### config.mk
export PLATFORM = sky130hd
export DESIGN_NAME = lfu_cache_lru_tiebreak_top
export DESIGN_NICKNAME = d
export VERILOG_FILES = /design/src/sv/lfu_pkg.sv /design/src/sv/lfu_ram.sv /design/src/sv/lfu_ctrl.sv /design/src/sv/lfu_dpath.sv /design/src/sv/lfu_cache_lru_tiebreak_top.sv
export SDC_FILE = /design/constraint.sdc
export NUM_CORES = 2
export LEC_CHECK = 0
export ABC_AREA = 0
export BUFFER_PORTS_ARGS = -buffer_cell sky130_fd_sc_hd__buf_2
export CORE_UTILIZATION = 50
export CTS_CLUSTER_DIAMETER = 200
export DETAILED_ROUTE_END_ITERATION = 6
export GPL_TIMING_DRIVEN = 0
export PLACE_DENSITY = 0.71
export SLEW_MARGIN = 25
export SYNTH_ARGS = -nofsm -noshare
export SYNTH_HDL_FRONTEND = slang
export SYNTH_SLANG_ARGS = --single-unit
### constraint.sdc
create_clock -name clk -period 13.2 [get_ports clk]
set_input_delay 1.98 -clock clk [delete_from_list [all_inputs] [get_ports clk]]
set_output_delay 1.98 -clock clk [all_outputs]
set_load 0.03 [all_outputs]
### src/sv/lfu_pkg.sv
// ----------------------------------------------------------------------------
// lfu_pkg
// Shared types and constants for the LFU cache with LRU tie-break.
// ----------------------------------------------------------------------------
package lfu_pkg;

  localparam int DEF_CAPACITY   = 16;
  localparam int DEF_COUNT_BITS = 16;
  localparam int KEY_W          = 32;
  localparam int VAL_W          = 31;
  localparam int CFG_W          = 5;
  localparam logic [CFG_W-1:0] CFG_RESET = 5'd16;

  localparam logic FUNC_GET = 1'b0;
  localparam logic FUNC_PUT = 1'b1;

  typedef struct packed {
    logic             func;
    logic [KEY_W-1:0] lookup_key;
    logic [VAL_W-1:0] store_value;
  } in_t;

  typedef struct packed {
    logic             hit;
    logic [VAL_W-1:0] read_value;
    logic             evicted;
    logic [KEY_W-1:0] evicted_key;
  } out_t;

  // controller to datapath
  typedef struct packed {
    logic load;
    logic sweep_start;
    logic decide;
    logic rank_mode;
    logic finish;
  } cmd_t;

  // datapath to controller
  typedef struct packed {
    logic sweep_done;
    logic need_rank;
    logic out_free;
  } sts_t;

endpackage

### src/sv/lfu_ram.sv
// ----------------------------------------------------------------------------
// lfu_ram
// Generic simple dual-port RAM, one write port, one registered read port.
// ----------------------------------------------------------------------------
module lfu_ram #(
  parameter int WIDTH = 8,
  parameter int DEPTH = 16,
  parameter int AW    = (DEPTH > 1) ? $clog2(DEPTH) : 1
) (
  input  logic             clk,
  input  logic             we,
  input  logic [AW-1:0]    waddr,
  input  logic [WIDTH-1:0] wdata,
  input  logic [AW-1:0]    raddr,
  output logic [WIDTH-1:0] rdata
);

  logic [WIDTH-1:0] mem [DEPTH];
  logic [WIDTH-1:0] rdata_r;

  // write port
  always_ff @(posedge clk) begin
    if (we) begin
      mem[waddr] <= wdata;
    end
  end

  // registered read
  always_ff @(posedge clk) begin
    rdata_r <= mem[raddr];
  end

  assign rdata = rdata_r;

endmodule

### src/sv/lfu_ctrl.sv
// ----------------------------------------------------------------------------
// lfu_ctrl
// Sequencer: lookup sweep, decision, rank sweep, result hand-off.
// ----------------------------------------------------------------------------
module lfu_ctrl (
  input  logic          clk,
  input  logic          rst_n,
  input  logic          in_valid,
  output logic          in_ready,
  input  lfu_pkg::sts_t sts,
  output lfu_pkg::cmd_t cmd
);
  import lfu_pkg::*;

  typedef enum logic [4:0] {
    ST_IDLE   = 5'b00001,
    ST_SCAN   = 5'b00010,
    ST_DECIDE = 5'b00100,
    ST_RANK   = 5'b01000,
    ST_DONE   = 5'b10000
  } state_t;

  state_t state_r, state_nxt;

  // next state and commands
  always_comb begin
    state_nxt       = state_r;
    cmd             = '0;
    cmd.rank_mode   = (state_r == ST_RANK);
    case (state_r)
      ST_IDLE: begin
        if (in_valid) begin
          cmd.load        = 1'b1;
          cmd.sweep_start = 1'b1;
          state_nxt       = ST_SCAN;
        end
      end
      ST_SCAN: begin
        if (sts.sweep_done) state_nxt = ST_DECIDE;
      end
      ST_DECIDE: begin
        cmd.decide = 1'b1;
        if (sts.need_rank) begin
          cmd.sweep_start = 1'b1;
          state_nxt       = ST_RANK;
        end else begin
          state_nxt = ST_DONE;
        end
      end
      ST_RANK: begin
        if (sts.sweep_done) state_nxt = ST_DONE;
      end
      ST_DONE: begin
        if (sts.out_free) begin
          cmd.finish = 1'b1;
          state_nxt  = ST_IDLE;
        end
      end
      default: state_nxt = ST_IDLE;
    endcase
  end

  always_ff @(posedge clk) begin
    if (!rst_n) begin
      state_r <= ST_IDLE;
    end else begin
      state_r <= state_nxt;
    end
  end

  assign in_ready = (state_r == ST_IDLE);

endmodule

### src/sv/lfu_dpath.sv
// ----------------------------------------------------------------------------
// lfu_dpath
// Entry storage, sweep engine, victim search, rank update and result register.
// ----------------------------------------------------------------------------
module lfu_dpath #(
  parameter int CAPACITY   = 16,
  parameter int COUNT_BITS = 16
) (
  input  logic                       clk,
  input  logic                       rst_n,
  input  lfu_pkg::in_t               in_data,
  input  logic                       cfg_we,
  input  logic [lfu_pkg::CFG_W-1:0]  cfg_wdata,
  input  lfu_pkg::cmd_t              cmd,
  output lfu_pkg::sts_t              sts,
  output logic                       out_valid,
  input  logic                       out_ready,
  output lfu_pkg::out_t              out_data
);
  import lfu_pkg::*;

  localparam int IW = (CAPACITY > 1) ? $clog2(CAPACITY) : 1;
  localparam int CW = $clog2(CAPACITY + 1);
  localparam logic [IW-1:0] LAST_IDX = IW'(CAPACITY - 1);
  localparam logic [COUNT_BITS-1:0] CNT_MAX = '1;

  // configuration and control state
  logic [CFG_W-1:0]  cfg_r;
  logic [CAPACITY-1:0] valid_r;
  logic [CW-1:0]     count_r;
  logic              out_valid_r;
  out_t              out_r;
  out_t              res_r;
  in_t               item_r;

  // sweep engine
  logic            issue_r, pipe_vld_r;
  logic [IW-1:0]   idx_r, pipe_idx_r;

  // scan trackers
  logic                  hit_found_r, free_found_r, vic_found_r;
  logic [IW-1:0]         hit_idx_r, free_idx_r, vic_idx_r;
  logic [VAL_W-1:0]      hit_val_r;
  logic [COUNT_BITS-1:0] hit_cnt_r, vic_cnt_r;
  logic [IW-1:0]         hit_rank_r, vic_rank_r;
  logic [KEY_W-1:0]      vic_key_r;

  // rank sweep plan
  logic          rk_touch_r, rk_evict_r;
  logic [IW-1:0] rk_ref_r, tgt_r;

  // ram ports
  logic [KEY_W-1:0]      key_rd;
  logic [VAL_W-1:0]      val_rd;
  logic [COUNT_BITS-1:0] cnt_rd;
  logic [IW-1:0]         rank_rd;
  logic                  key_we, val_we, cnt_we, rank_we;
  logic [IW-1:0]         wr_addr;
  logic [VAL_W-1:0]      val_wd;
  logic [COUNT_BITS-1:0] cnt_wd;
  logic [IW-1:0]         rank_wd;

  lfu_ram #(.WIDTH(KEY_W), .DEPTH(CAPACITY)) u_key (
    .clk(clk), .we(key_we), .waddr(wr_addr), .wdata(item_r.lookup_key),
    .raddr(idx_r), .rdata(key_rd));
  lfu_ram #(.WIDTH(VAL_W), .DEPTH(CAPACITY)) u_val (
    .clk(clk), .we(val_we), .waddr(wr_addr), .wdata(val_wd),
    .raddr(idx_r), .rdata(val_rd));
  lfu_ram #(.WIDTH(COUNT_BITS), .DEPTH(CAPACITY)) u_cnt (
    .clk(clk), .we(cnt_we), .waddr(wr_addr), .wdata(cnt_wd),
    .raddr(idx_r), .rdata(cnt_rd));
  lfu_ram #(.WIDTH(IW), .DEPTH(CAPACITY)) u_rank (
    .clk(clk), .we(rank_we), .waddr(pipe_idx_r), .wdata(rank_wd),
    .raddr(idx_r), .rdata(rank_rd));

  // decision logic
  logic        is_put, cap_zero, full, do_insert, do_touch, do_evict;
  logic [31:0] cap_eff;
  logic [IW-1:0] ins_idx;
  logic        cell_valid;

  always_comb begin
    is_put    = (item_r.func == FUNC_PUT);
    cap_zero  = (cfg_r == '0);
    cap_eff   = (32'(cfg_r) > CAPACITY) ? CAPACITY : 32'(cfg_r);
    full      = (32'(count_r) >= cap_eff);
    do_touch  = hit_found_r && (!is_put || !cap_zero);
    do_insert = is_put && !hit_found_r && !cap_zero;
    do_evict  = do_insert && full;
    // first free slot after the victim is dropped
    if (do_evict && !(free_found_r && (free_idx_r < vic_idx_r))) begin
      ins_idx = vic_idx_r;
    end else begin
      ins_idx = free_idx_r;
    end
  end

  // single writes at the decide step
  always_comb begin
    key_we  = cmd.decide && do_insert;
    val_we  = cmd.decide && ((do_touch && is_put) || do_insert);
    cnt_we  = cmd.decide && (do_touch || do_insert);
    wr_addr = do_insert ? ins_idx : hit_idx_r;
    val_wd  = item_r.store_value;
    if (do_insert) begin
      cnt_wd = COUNT_BITS'(1);
    end else if (hit_cnt_r == CNT_MAX) begin
      cnt_wd = hit_cnt_r;
    end else begin
      cnt_wd = hit_cnt_r + 1'b1;
    end
  end

  // rank rewrite during the rank sweep
  always_comb begin
    rank_we = pipe_vld_r && cmd.rank_mode;
    if (pipe_idx_r == tgt_r) begin
      rank_wd = '0;
    end else if (rk_touch_r) begin
      rank_wd = (rank_rd < rk_ref_r) ? rank_rd + 1'b1 : rank_rd;
    end else if (rk_evict_r) begin
      rank_wd = (rank_rd > rk_ref_r) ? rank_rd : rank_rd + 1'b1;
    end else begin
      rank_wd = rank_rd + 1'b1;
    end
  end

  assign cell_valid = valid_r[pipe_idx_r];

  // sweep engine: one entry issued per cycle
  always_ff @(posedge clk) begin
    if (!rst_n) begin
      issue_r    <= 1'b0;
      pipe_vld_r <= 1'b0;
    end else begin
      pipe_vld_r <= issue_r;
      if (cmd.sweep_start) begin
        issue_r <= 1'b1;
      end else if (issue_r && (idx_r == LAST_IDX)) begin
        issue_r <= 1'b0;
      end
    end
  end

  always_ff @(posedge clk) begin
    pipe_idx_r <= idx_r;
    if (cmd.sweep_start) begin
      idx_r <= '0;
    end else if (issue_r && (idx_r != LAST_IDX)) begin
      idx_r <= idx_r + 1'b1;
    end
  end

  // lookup, free slot and victim trackers
  always_ff @(posedge clk) begin
    if (cmd.load) begin
      item_r       <= in_data;
      hit_found_r  <= 1'b0;
      free_found_r <= 1'b0;
      vic_found_r  <= 1'b0;
    end else if (pipe_vld_r && !cmd.rank_mode) begin
      if (cell_valid && !hit_found_r && (key_rd == item_r.lookup_key)) begin
        hit_found_r <= 1'b1;
        hit_idx_r   <= pipe_idx_r;
        hit_val_r   <= val_rd;
        hit_cnt_r   <= cnt_rd;
        hit_rank_r  <= rank_rd;
      end
      if (!cell_valid && !free_found_r) begin
        free_found_r <= 1'b1;
        free_idx_r   <= pipe_idx_r;
      end
      if (cell_valid && (!vic_found_r || (cnt_rd < vic_cnt_r) ||
          ((cnt_rd == vic_cnt_r) && (rank_rd > vic_rank_r)))) begin
        vic_found_r <= 1'b1;
        vic_idx_r   <= pipe_idx_r;
        vic_cnt_r   <= cnt_rd;
        vic_rank_r  <= rank_rd;
        vic_key_r   <= key_rd;
      end
    end
  end

  // rank plan and result captured at decide
  always_ff @(posedge clk) begin
    if (cmd.decide) begin
      rk_touch_r            <= do_touch;
      rk_evict_r            <= do_evict;
      rk_ref_r              <= do_touch ? hit_rank_r : vic_rank_r;
      tgt_r                 <= do_insert ? ins_idx : hit_idx_r;
      res_r.hit             <= hit_found_r;
      res_r.read_value      <= (!is_put && hit_found_r) ? hit_val_r : '0;
      res_r.evicted         <= do_evict;
      res_r.evicted_key     <= do_evict ? vic_key_r : '0;
    end
  end

  // valid bits, fill count and configuration
  always_ff @(posedge clk) begin
    if (!rst_n) begin
      valid_r <= '0;
      count_r <= '0;
      cfg_r   <= CFG_RESET;
    end else begin
      if (cfg_we) cfg_r <= cfg_wdata;
      if (cmd.decide && do_insert) begin
        if (do_evict) begin
          valid_r[vic_idx_r] <= 1'b0;
        end else begin
          count_r <= count_r + 1'b1;
        end
        valid_r[ins_idx] <= 1'b1;
      end
    end
  end

  // result register
  always_ff @(posedge clk) begin
    if (!rst_n) begin
      out_valid_r <= 1'b0;
    end else if (cmd.finish) begin
      out_valid_r <= 1'b1;
    end else if (out_ready) begin
      out_valid_r <= 1'b0;
    end
  end

  always_ff @(posedge clk) begin
    if (cmd.finish) out_r <= res_r;
  end

  assign out_valid      = out_valid_r;
  assign out_data       = out_r;
  assign sts.sweep_done = !issue_r && !pipe_vld_r;
  assign sts.need_rank  = do_touch || do_insert;
  assign sts.out_free   = !out_valid_r || out_ready;

endmodule

### src/sv/lfu_cache_lru_tiebreak_top.sv
// ----------------------------------------------------------------------------
// lfu_cache_lru_tiebreak_top
// Fully associative key-value cache, LFU replacement with LRU tie-break.
// ----------------------------------------------------------------------------
//  channel  | ports                         | transfer
//  ---------+-------------------------------+-----------------------------
//  input    | in_valid, in_ready, in_data   | get or put transaction
//  result   | out_valid, out_ready, out_data| one result per transaction
//  config   | cfg_we, cfg_wdata             | capacity, write only
//
//  One transaction at a time, sequenced over the entry RAMs one entry per
//  cycle: a lookup sweep, a decide step, then a rank sweep for an insert or
//  for a hit other than a put at zero capacity, then the result hand-off.
//  Reset is synchronous; no clearing pass, valid bits clear. A waiting
//  result holds the block in its last step until taken.
// ----------------------------------------------------------------------------
module lfu_cache_lru_tiebreak_top #(
  parameter int CAPACITY   = lfu_pkg::DEF_CAPACITY,
  parameter int COUNT_BITS = lfu_pkg::DEF_COUNT_BITS
) (
  input  logic                      clk,
  input  logic                      rst_n,
  input  logic                      in_valid,
  output logic                      in_ready,
  input  lfu_pkg::in_t              in_data,
  output logic                      out_valid,
  input  logic                      out_ready,
  output lfu_pkg::out_t             out_data,
  input  logic                      cfg_we,
  input  logic [lfu_pkg::CFG_W-1:0] cfg_wdata
);
  import lfu_pkg::*;

  cmd_t cmd;
  sts_t sts;

  lfu_ctrl u_ctrl (
    .clk      (clk),
    .rst_n    (rst_n),
    .in_valid (in_valid),
    .in_ready (in_ready),
    .sts      (sts),
    .cmd      (cmd)
  );

  lfu_dpath #(
    .CAPACITY   (CAPACITY),
    .COUNT_BITS (COUNT_BITS)
  ) u_dpath (
    .clk       (clk),
    .rst_n     (rst_n),
    .in_data   (in_data),
    .cfg_we    (cfg_we),
    .cfg_wdata (cfg_wdata),
    .cmd       (cmd),
    .sts       (sts),
    .out_valid (out_valid),
    .out_ready (out_ready),
    .out_data  (out_data)
  );

endmodule

[Word level (Yosys, flattened, before mapping)]
Memory sizes are Yosys's and may differ from the RTL's. A register that Yosys moved wholly into a read port is not among the register bits.
Cells that the tools add are included.
Storage, ports and cells
  bits in registers: 363
  memory bits (writable): 1328
  word-level logic and storage cells: 171
  memories: 4
Cells by class
  add/sub/neg operators: 4
  magnitude comparators: 12
  equal/unequal tests: 15
  muxes and demuxes: 45
  bitwise logic cells: 5
  reductions and logical operators: 51
Memories
  u_dpath.u_key.mem: depth 16, bits a word 32, rd ports 1, clocked after Yosys merged registers in 1, wr ports 1, line lfu_ram.sv:18  | logic [WIDTH-1:0] mem [DEPTH];
  u_dpath.u_val.mem: depth 16, bits a word 31, rd ports 1, clocked after Yosys merged registers in 1, wr ports 1, line lfu_ram.sv:18
  u_dpath.u_cnt.mem: depth 16, bits a word 16, rd ports 1, clocked after Yosys merged registers in 1, wr ports 1, line lfu_ram.sv:18
  u_dpath.u_rank.mem: depth 16, bits a word 4, rd ports 1, clocked after Yosys merged registers in 1, wr ports 1, line lfu_ram.sv:18
Operator list (count)
  $mux W16: 5
  $eq A32 B32 Y1: 1
  $ge A5 B32 Y1: 1
  $mux W4: 8
  $mux W5: 6
  $pmux W5 S5: 1
  $logic_and A1 B1 Y1: 23
  $mux W1: 20
  $add A16 B1 Y16 const B: 1
  $and A16 B16 Y16: 1
  $eq A16 B16 Y1: 1
  $eq A16 B16 Y1 const B: 1
  $lt A16 B16 Y1: 1
  $not A16 Y16: 1
  $or A16 B16 Y16: 1
  $lt A4 B5 Y1 const B: 3
  $logic_not A1 Y1: 11
  $reduce_and A3 Y1: 3
  $add A4 B1 Y4 const B: 2
  $demux W1 S4: 2
  $ge A4 B1 Y1 const B: 2
  $gt A4 B4 Y1: 2
  $lt A4 B4 Y1: 2
  $ne A2 B2 Y1 const B: 4
  19 further kinds: 29

[Longest topological paths before layout]
  word-level depth: 11
  gate-level depth with buffers: 13

[By module]
From an unflattened synthesis, not the netlist that was laid out.
Second synthesis, totals
  cell total of the unflattened synthesis: 3122
  area total of the unflattened synthesis: 65854.4 µm²
Modules (own cells, without submodules)
  lfu_ram (u_dpath.u_key): instances 1, cells each 838, area an instance 19835.3 µm², sequential area each 16015.4 µm²
  lfu_ram (u_dpath.u_val): instances 1, cells each 812, area an instance 19248.5 µm², sequential area each 15514.9 µm²
  lfu_dpath: instances 1, cells each 870, area an instance 13719.4 µm², sequential area each 10349.9 µm²
  lfu_ram (u_dpath.u_cnt): instances 1, cells each 432, area an instance 10043.4 µm², sequential area each 8007.7 µm²
  lfu_ram (u_dpath.u_rank): instances 1, cells each 130, area an instance 2666.3 µm², sequential area each 2001.9 µm²
  lfu_ctrl: instances 1, cells each 40, area an instance 341.6 µm², sequential area each 100.1 µm²

[Worst setup path after synthesis]
Ideal clock, no wire load.
  kind: input to register
  from: input in_valid
  to: register u_dpath.hit_cnt_r[0], enable pin
  setup time: 538 ps
  arrival time: 6115 ps
  setup slack: 6547 ps
  stages: 3
  path buffers: 0
  cell sequence: nand2_1 -> nand4_1 -> nor3_1
Between the ends
  cells in the longest elaborated chain, start to end: 4
RTL lines
  start: declaration: line lfu_cache_lru_tiebreak_top.sv:23  | input logic in_valid,
  $mux W2: line lfu_ctrl.sv:32  | if (in_valid) begin
  $mux W1: line lfu_ctrl.sv:30  | case (state_r)
  $not A1 Y1 (no source line)
  $reduce_and A3 Y1 (no source line)
  end signal: assignment: line lfu_dpath.sv:166  | hit_cnt_r <= cnt_rd;
  end: declaration: line lfu_dpath.sv:44  | logic [COUNT_BITS-1:0] hit_cnt_r, vic_cnt_r;
Every way passes these cells.
A chain may end at the register's enable or synchronous reset.

[Worst setup path after layout]
  from: register u_dpath.cfg_r[4]
  to: memory u_dpath.u_key.mem[11][19] (netlist name), enable pin
Between the ends
  cells in the longest elaborated chain, start to end: 7
  elaborated cells between the ends (all ways): 13
  those cells by class: 2 x order compare; 5 x mux; 6 x reduce/logical
RTL lines
  start: declaration: line lfu_dpath.sv:28  | logic [CFG_W-1:0] cfg_r;
  start signal: assignment: line lfu_dpath.sv:205  | if (cfg_we) cfg_r <= cfg_wdata;
  $gt A5 B5 Y1 or $logic_not A5 Y1 (tied branches): line lfu_dpath.sv:85, lfu_dpath.sv:84
  $mux W5 or $logic_not A1 Y1 (tied branches): line lfu_dpath.sv:85, lfu_dpath.sv:88
  $ge A5 B32 Y1 or $logic_and A1 B1 Y1 (tied branches): line lfu_dpath.sv:86, lfu_dpath.sv:88
  $logic_and A1 B1 Y1: line lfu_dpath.sv:89  | do_evict = do_insert && full;
  $logic_and A1 B1 Y1: line lfu_dpath.sv:91  | if (do_evict && !(free_found_r && (free_idx_r < vic_idx_r))) begin
  $mux W4: line lfu_dpath.sv:91
  $mux W4 (*): line lfu_dpath.sv:103  | wr_addr = do_insert ? ins_idx : hit_idx_r;
  via u_dpath.u_cnt.waddr[1]: line lfu_ram.sv:12  | input logic [AW-1:0] waddr,
  end: declaration: line lfu_ram.sv:18
The timed path passes the listed nets; every way through them passes the cells marked *.

==> impl_metrics.json <==
{
  "tightest_slew_ns": 1.180,
  "critical_path.top_delay_family": "simple AND/OR/NAND/NOR gates",
  "cp.arrival_ns": 5.00,
  "drv_cap": 0,
  "synth_edf_count": 1646,
  "reg2reg_slack_ns": 8.70,
  "first_iter_violations": 4116,
  "max_stage_delay_ns": 0.76,
  "worst_r2r_path_depth": 14,
  "worstPathCellList": "inv_1 -> nand2_1 -> ha_1 -> a211oi_1 -> o21ai_1 -> o211ai_4 -> inv_4 -> a21oi_1 -> o22a_1 -> buf_2 -> nand3_1 -> nor2_4 -> buf_16 -> buf_16",
  "via_per_inst": 6.078,
  "portBuffers": 138,
  "criticalPathCategory": "register to register",
  "nNetsFinal": 3426,
  "detail-route-antenna-nets": 0,
  "syn_to_final_growth_pct": 17.12,
  "p_per_area_mw_per_mm2": 172.6,
  "overflow": 0,
  "crit_required_ns": 13.70,
  "worst-path-stages": 14,
  "slew_headroom_pct": 21.34,
  "start_kind": "register",
  "crit_path_end_kind": "register",
  "pwr-share-comb_pct": 13.3,
  "slew_violations": 0,
  "crit_fanout": 12,
  "timing.final.crit_period_ns": 4.501,
  "r2r-start": "u_dpath.cfg_r[4]",
  "postCtsSetupRepairBufs": 0,
  "htreeDepth": 4,
  "grt_pass1_vias": 32130,
  "die-height_um": 364.3,
  "vias": 31650,
  "fillCellCount": 8954,
  "syn_area_per_cell_um2": 22.51,
  "synth_nets": 3025,
  "dr_wl_met3_mm": 14.06,
  "crit_buf_inv": 5,
  "crit_slowest_cell": "nor2_4",
  "synth_seq_cells": 1774,
  "wl_per_cell_um": 29.76,
  "netlist-cell-type-count": 64,
  "std_cell_rows": 132,
  "switchingPower_mw": 3.185,
  "vdd_drop_max_v": 0.0001683,
  "startpoint": "u_dpath.cfg_r[4]",
  "antenna_found_initial": 1,
  "post-dp-hpwl_mm": 96.61,
  "gp_congestion": 0.8787,
  "worstHoldStart": "u_dpath.idx_r[2]",
  "worstReg2RegEnd": "u_dpath.u_key.mem[11][19]",
  "drt_wl_total_mm": 155.0,
  "synth_area_mm2": 0.06561,
  "status": "finished clean",
  "cts.sinks": 1774,
  "netlist_instances": 2915,
  "clock.fmax_mhz": 222.2,
  "fin_crit_sh_pct": 34.10,
  "clkPwrFrac_pct": 37.5,
  "grt_max_degree": 53,
  "finClkSkew_ns": 0.03302,
  "drt_first_pass_iters": 6,
  "yosys_warnings": 0,
  "cts_root_buffer": "clkbuf_16",
  "hold_buffers": 0,
  "finalSetupTns_ns": 0,
  "rsz0062_at_grt": "no",
  "hold_path_end": "u_dpath.pipe_idx_r[2]",
  "ioPinCount": 141,
  "crit_top_cell": "buf_16",
  "synth_top_area_share_pct": 75.33,
  "clkSlewWorstSetupHoldPaths_ns": 0.07,
  "post_cts_resized": 0,
  "intPower_mw": 10.08,
  "hold_violations": 0,
  "async_reset_ff_share_pct": 0,
  "hp-class": "register to register",
  "cts_tree": "yes",
  "start_util_pct": 50.54,
  "routed.top_layer": "met4",
  "core_mm2": 0.1298,
  "wl_met1_mm": 59.56,
  "insertion_delay_ns": 0.82,
  "setup_viol": 0,
  "synth-seq-area-share_pct": 79.24,
  "yosysTopAreaCell": "edfxtp_1",
  "seq_area_mm2": 0.05199,
  "ctsLongestPathBuffers": 3,
  "numCtsBuffers": 171,
  "swShare_pct": 24.00,
  "grt_usage_pct": 23.70,
  "drive_above_1_share_pct": 29.95,
  "fp.dieArea_mm2": 0.1327,
  "ys.flop_type": "edfxtp_1",
  "grt_pass1_wl_mm": 222.3,
  "drc": 0,
  "wl_met2_mm": 75.69,
  "multi_input_area_mm2": 0.01340,
  "leakage_nw": 24.15,
  "fin_util_pct": 59.20,
  "die_width_um": 364.3,
  "hold_depth": 0,
  "ys_top_cells_by_area": "edfxtp_1, mux4_2, dfxtp_1",
  "pwr-share-seq_pct": 49.2
}
kinds of logic (layout without fill, tap and decap cells):
| group | Yosys count | count (layout) | synth area share [%] |
|---|---|---|---|
| multiplexers | 430 | 430 | 14.57 |
| buffers and inverters | 164 | 712 | 0.9916 |
| other | 0 | 2 | 0 |
| AND/OR/NAND/NOR | 348 | 348 | 2.679 |
| flip-flops | 1774 | 1774 | 79.24 |
| AO/OA/AOI/OAI | 113 | 113 | 1.171 |
| adder cells (fa/ha/maj) | 36 | 36 | 0.6865 |
| XOR/XNOR | 50 | 50 | 0.6674 |
cell type report:
type | count | area share (%)
repair buffers | 228 | 3.691
multi-input cells | 977 | 17.44
diodes | 2 | 0.006513
flip-flops and latches | 1774 | 67.65
clock inverters | 84 | 1.257
clock buffers | 236 | 6.226
well taps | 1742 | 2.836
plain buffers | 118 | 0.6513
inverters | 46 | 0.2410
through the flow:
step | instance area, um^2 | hold WS (ns) | cells | total power [mW] | setup slack (ns)
6_report | 76850 | 0.3618 | 5207 | 13.27 | 8.699
5_1_grt | 76840 | 0.3697 | 5205 | 13.64 | 8.558
4_1_cts | 76800 | 0.3614 | 5204 | 13.34 | 8.805
3_5_place_dp | 71050 | 0.3461 | 4884 | 8.396 | 8.655
3_3_place_gp | 68480 | 0.3346 | 4795 | 8.337 | 1.719
2_1_floorplan | 65610 | 0.3290 | 2915 | 7.787 | 6.547
power by group through the flow:
stage | registers (mW) | clock network (mW) | logic (mW)
5_1_grt | 6.53 | 5.24 | 1.87
3_5_place_dp | 6.64 | 0 | 1.76
2_1_floorplan | 6.57 | 0 | 1.22
4_1_cts | 6.52 | 5.04 | 1.78
3_3_place_gp | 6.63 | 0 | 1.71
6_report | 6.52 | 4.98 | 1.77
per-layer routing:
layer  up-vias  track usage [%]
met5         -                0
met4         0            9.392
met3       319            4.594
met2      1805            38.02
met1     16620            32.28
li1      12900                -
cell usage after synthesis, types with 18 or more instances:
master	count
a21oi_1	28
and2_1	64
buf_2	26
clkbuf_1	79
dfxtp_1	128
edfxtp_1	1646
ha_1	36
inv_1	41
mux4_2	420
nand2_1	52
nand3_1	31
nand4_1	21
nor2_1	106
nor3_1	18
o21ai_0	30
xnor2_1	28
xor2_1	22
worst max-delay path by stage:
| stage | to |
|---|---|
| 3_3_place_gp | u_dpath.hit_val_r[8] |
| 2_1_floorplan | u_dpath.hit_cnt_r[0] |
| 4_1_cts | u_dpath.u_key.mem[11][22] |
| 6_report | u_dpath.u_key.mem[11][19] |
| 5_1_grt | u_dpath.u_key.mem[11][22] |
| 3_5_place_dp | u_dpath.hit_val_r[7] |
sequential cells by signal (all words and copies together), names as in the netlist, 31 cells and up:
signal               cells
u_dpath.u_key.rdata     32
u_dpath.u_val.mem      496
u_dpath.u_key.mem      512
u_dpath.out_data        65
u_dpath.vic_key_r       32
u_dpath.val_wd          31
u_dpath.u_cnt.mem      256
u_dpath.item_r          32
u_dpath.u_rank.mem      64
u_dpath.u_val.rdata     31
u_dpath.res_r           64
u_dpath.hit_val_r       31
placed cells by master (no fill, tap or decap), types with 11 or more instances in the layout:
cell type	instances
a21oi_1	25
and2_1	64
buf_16	67
buf_2	167
bufinv_16	17
clkbuf_1	106
clkbuf_16	172
clkbuf_2	17
clkbuf_8	24
clkinv_1	21
clkinv_2	22
dfxtp_1	128
edfxtp_1	1646
ha_1	36
inv_1	39
mux4_2	420
nand2_1	52
nand2b_1	12
nand3_1	31
nand4_1	21
nor2_1	55
nor2_4	49
nor3_1	14
o21ai_0	30
or3_1	11
xnor2_1	28
xor2_1	22
No activity file was read; power rests on OpenSTA's default activity.
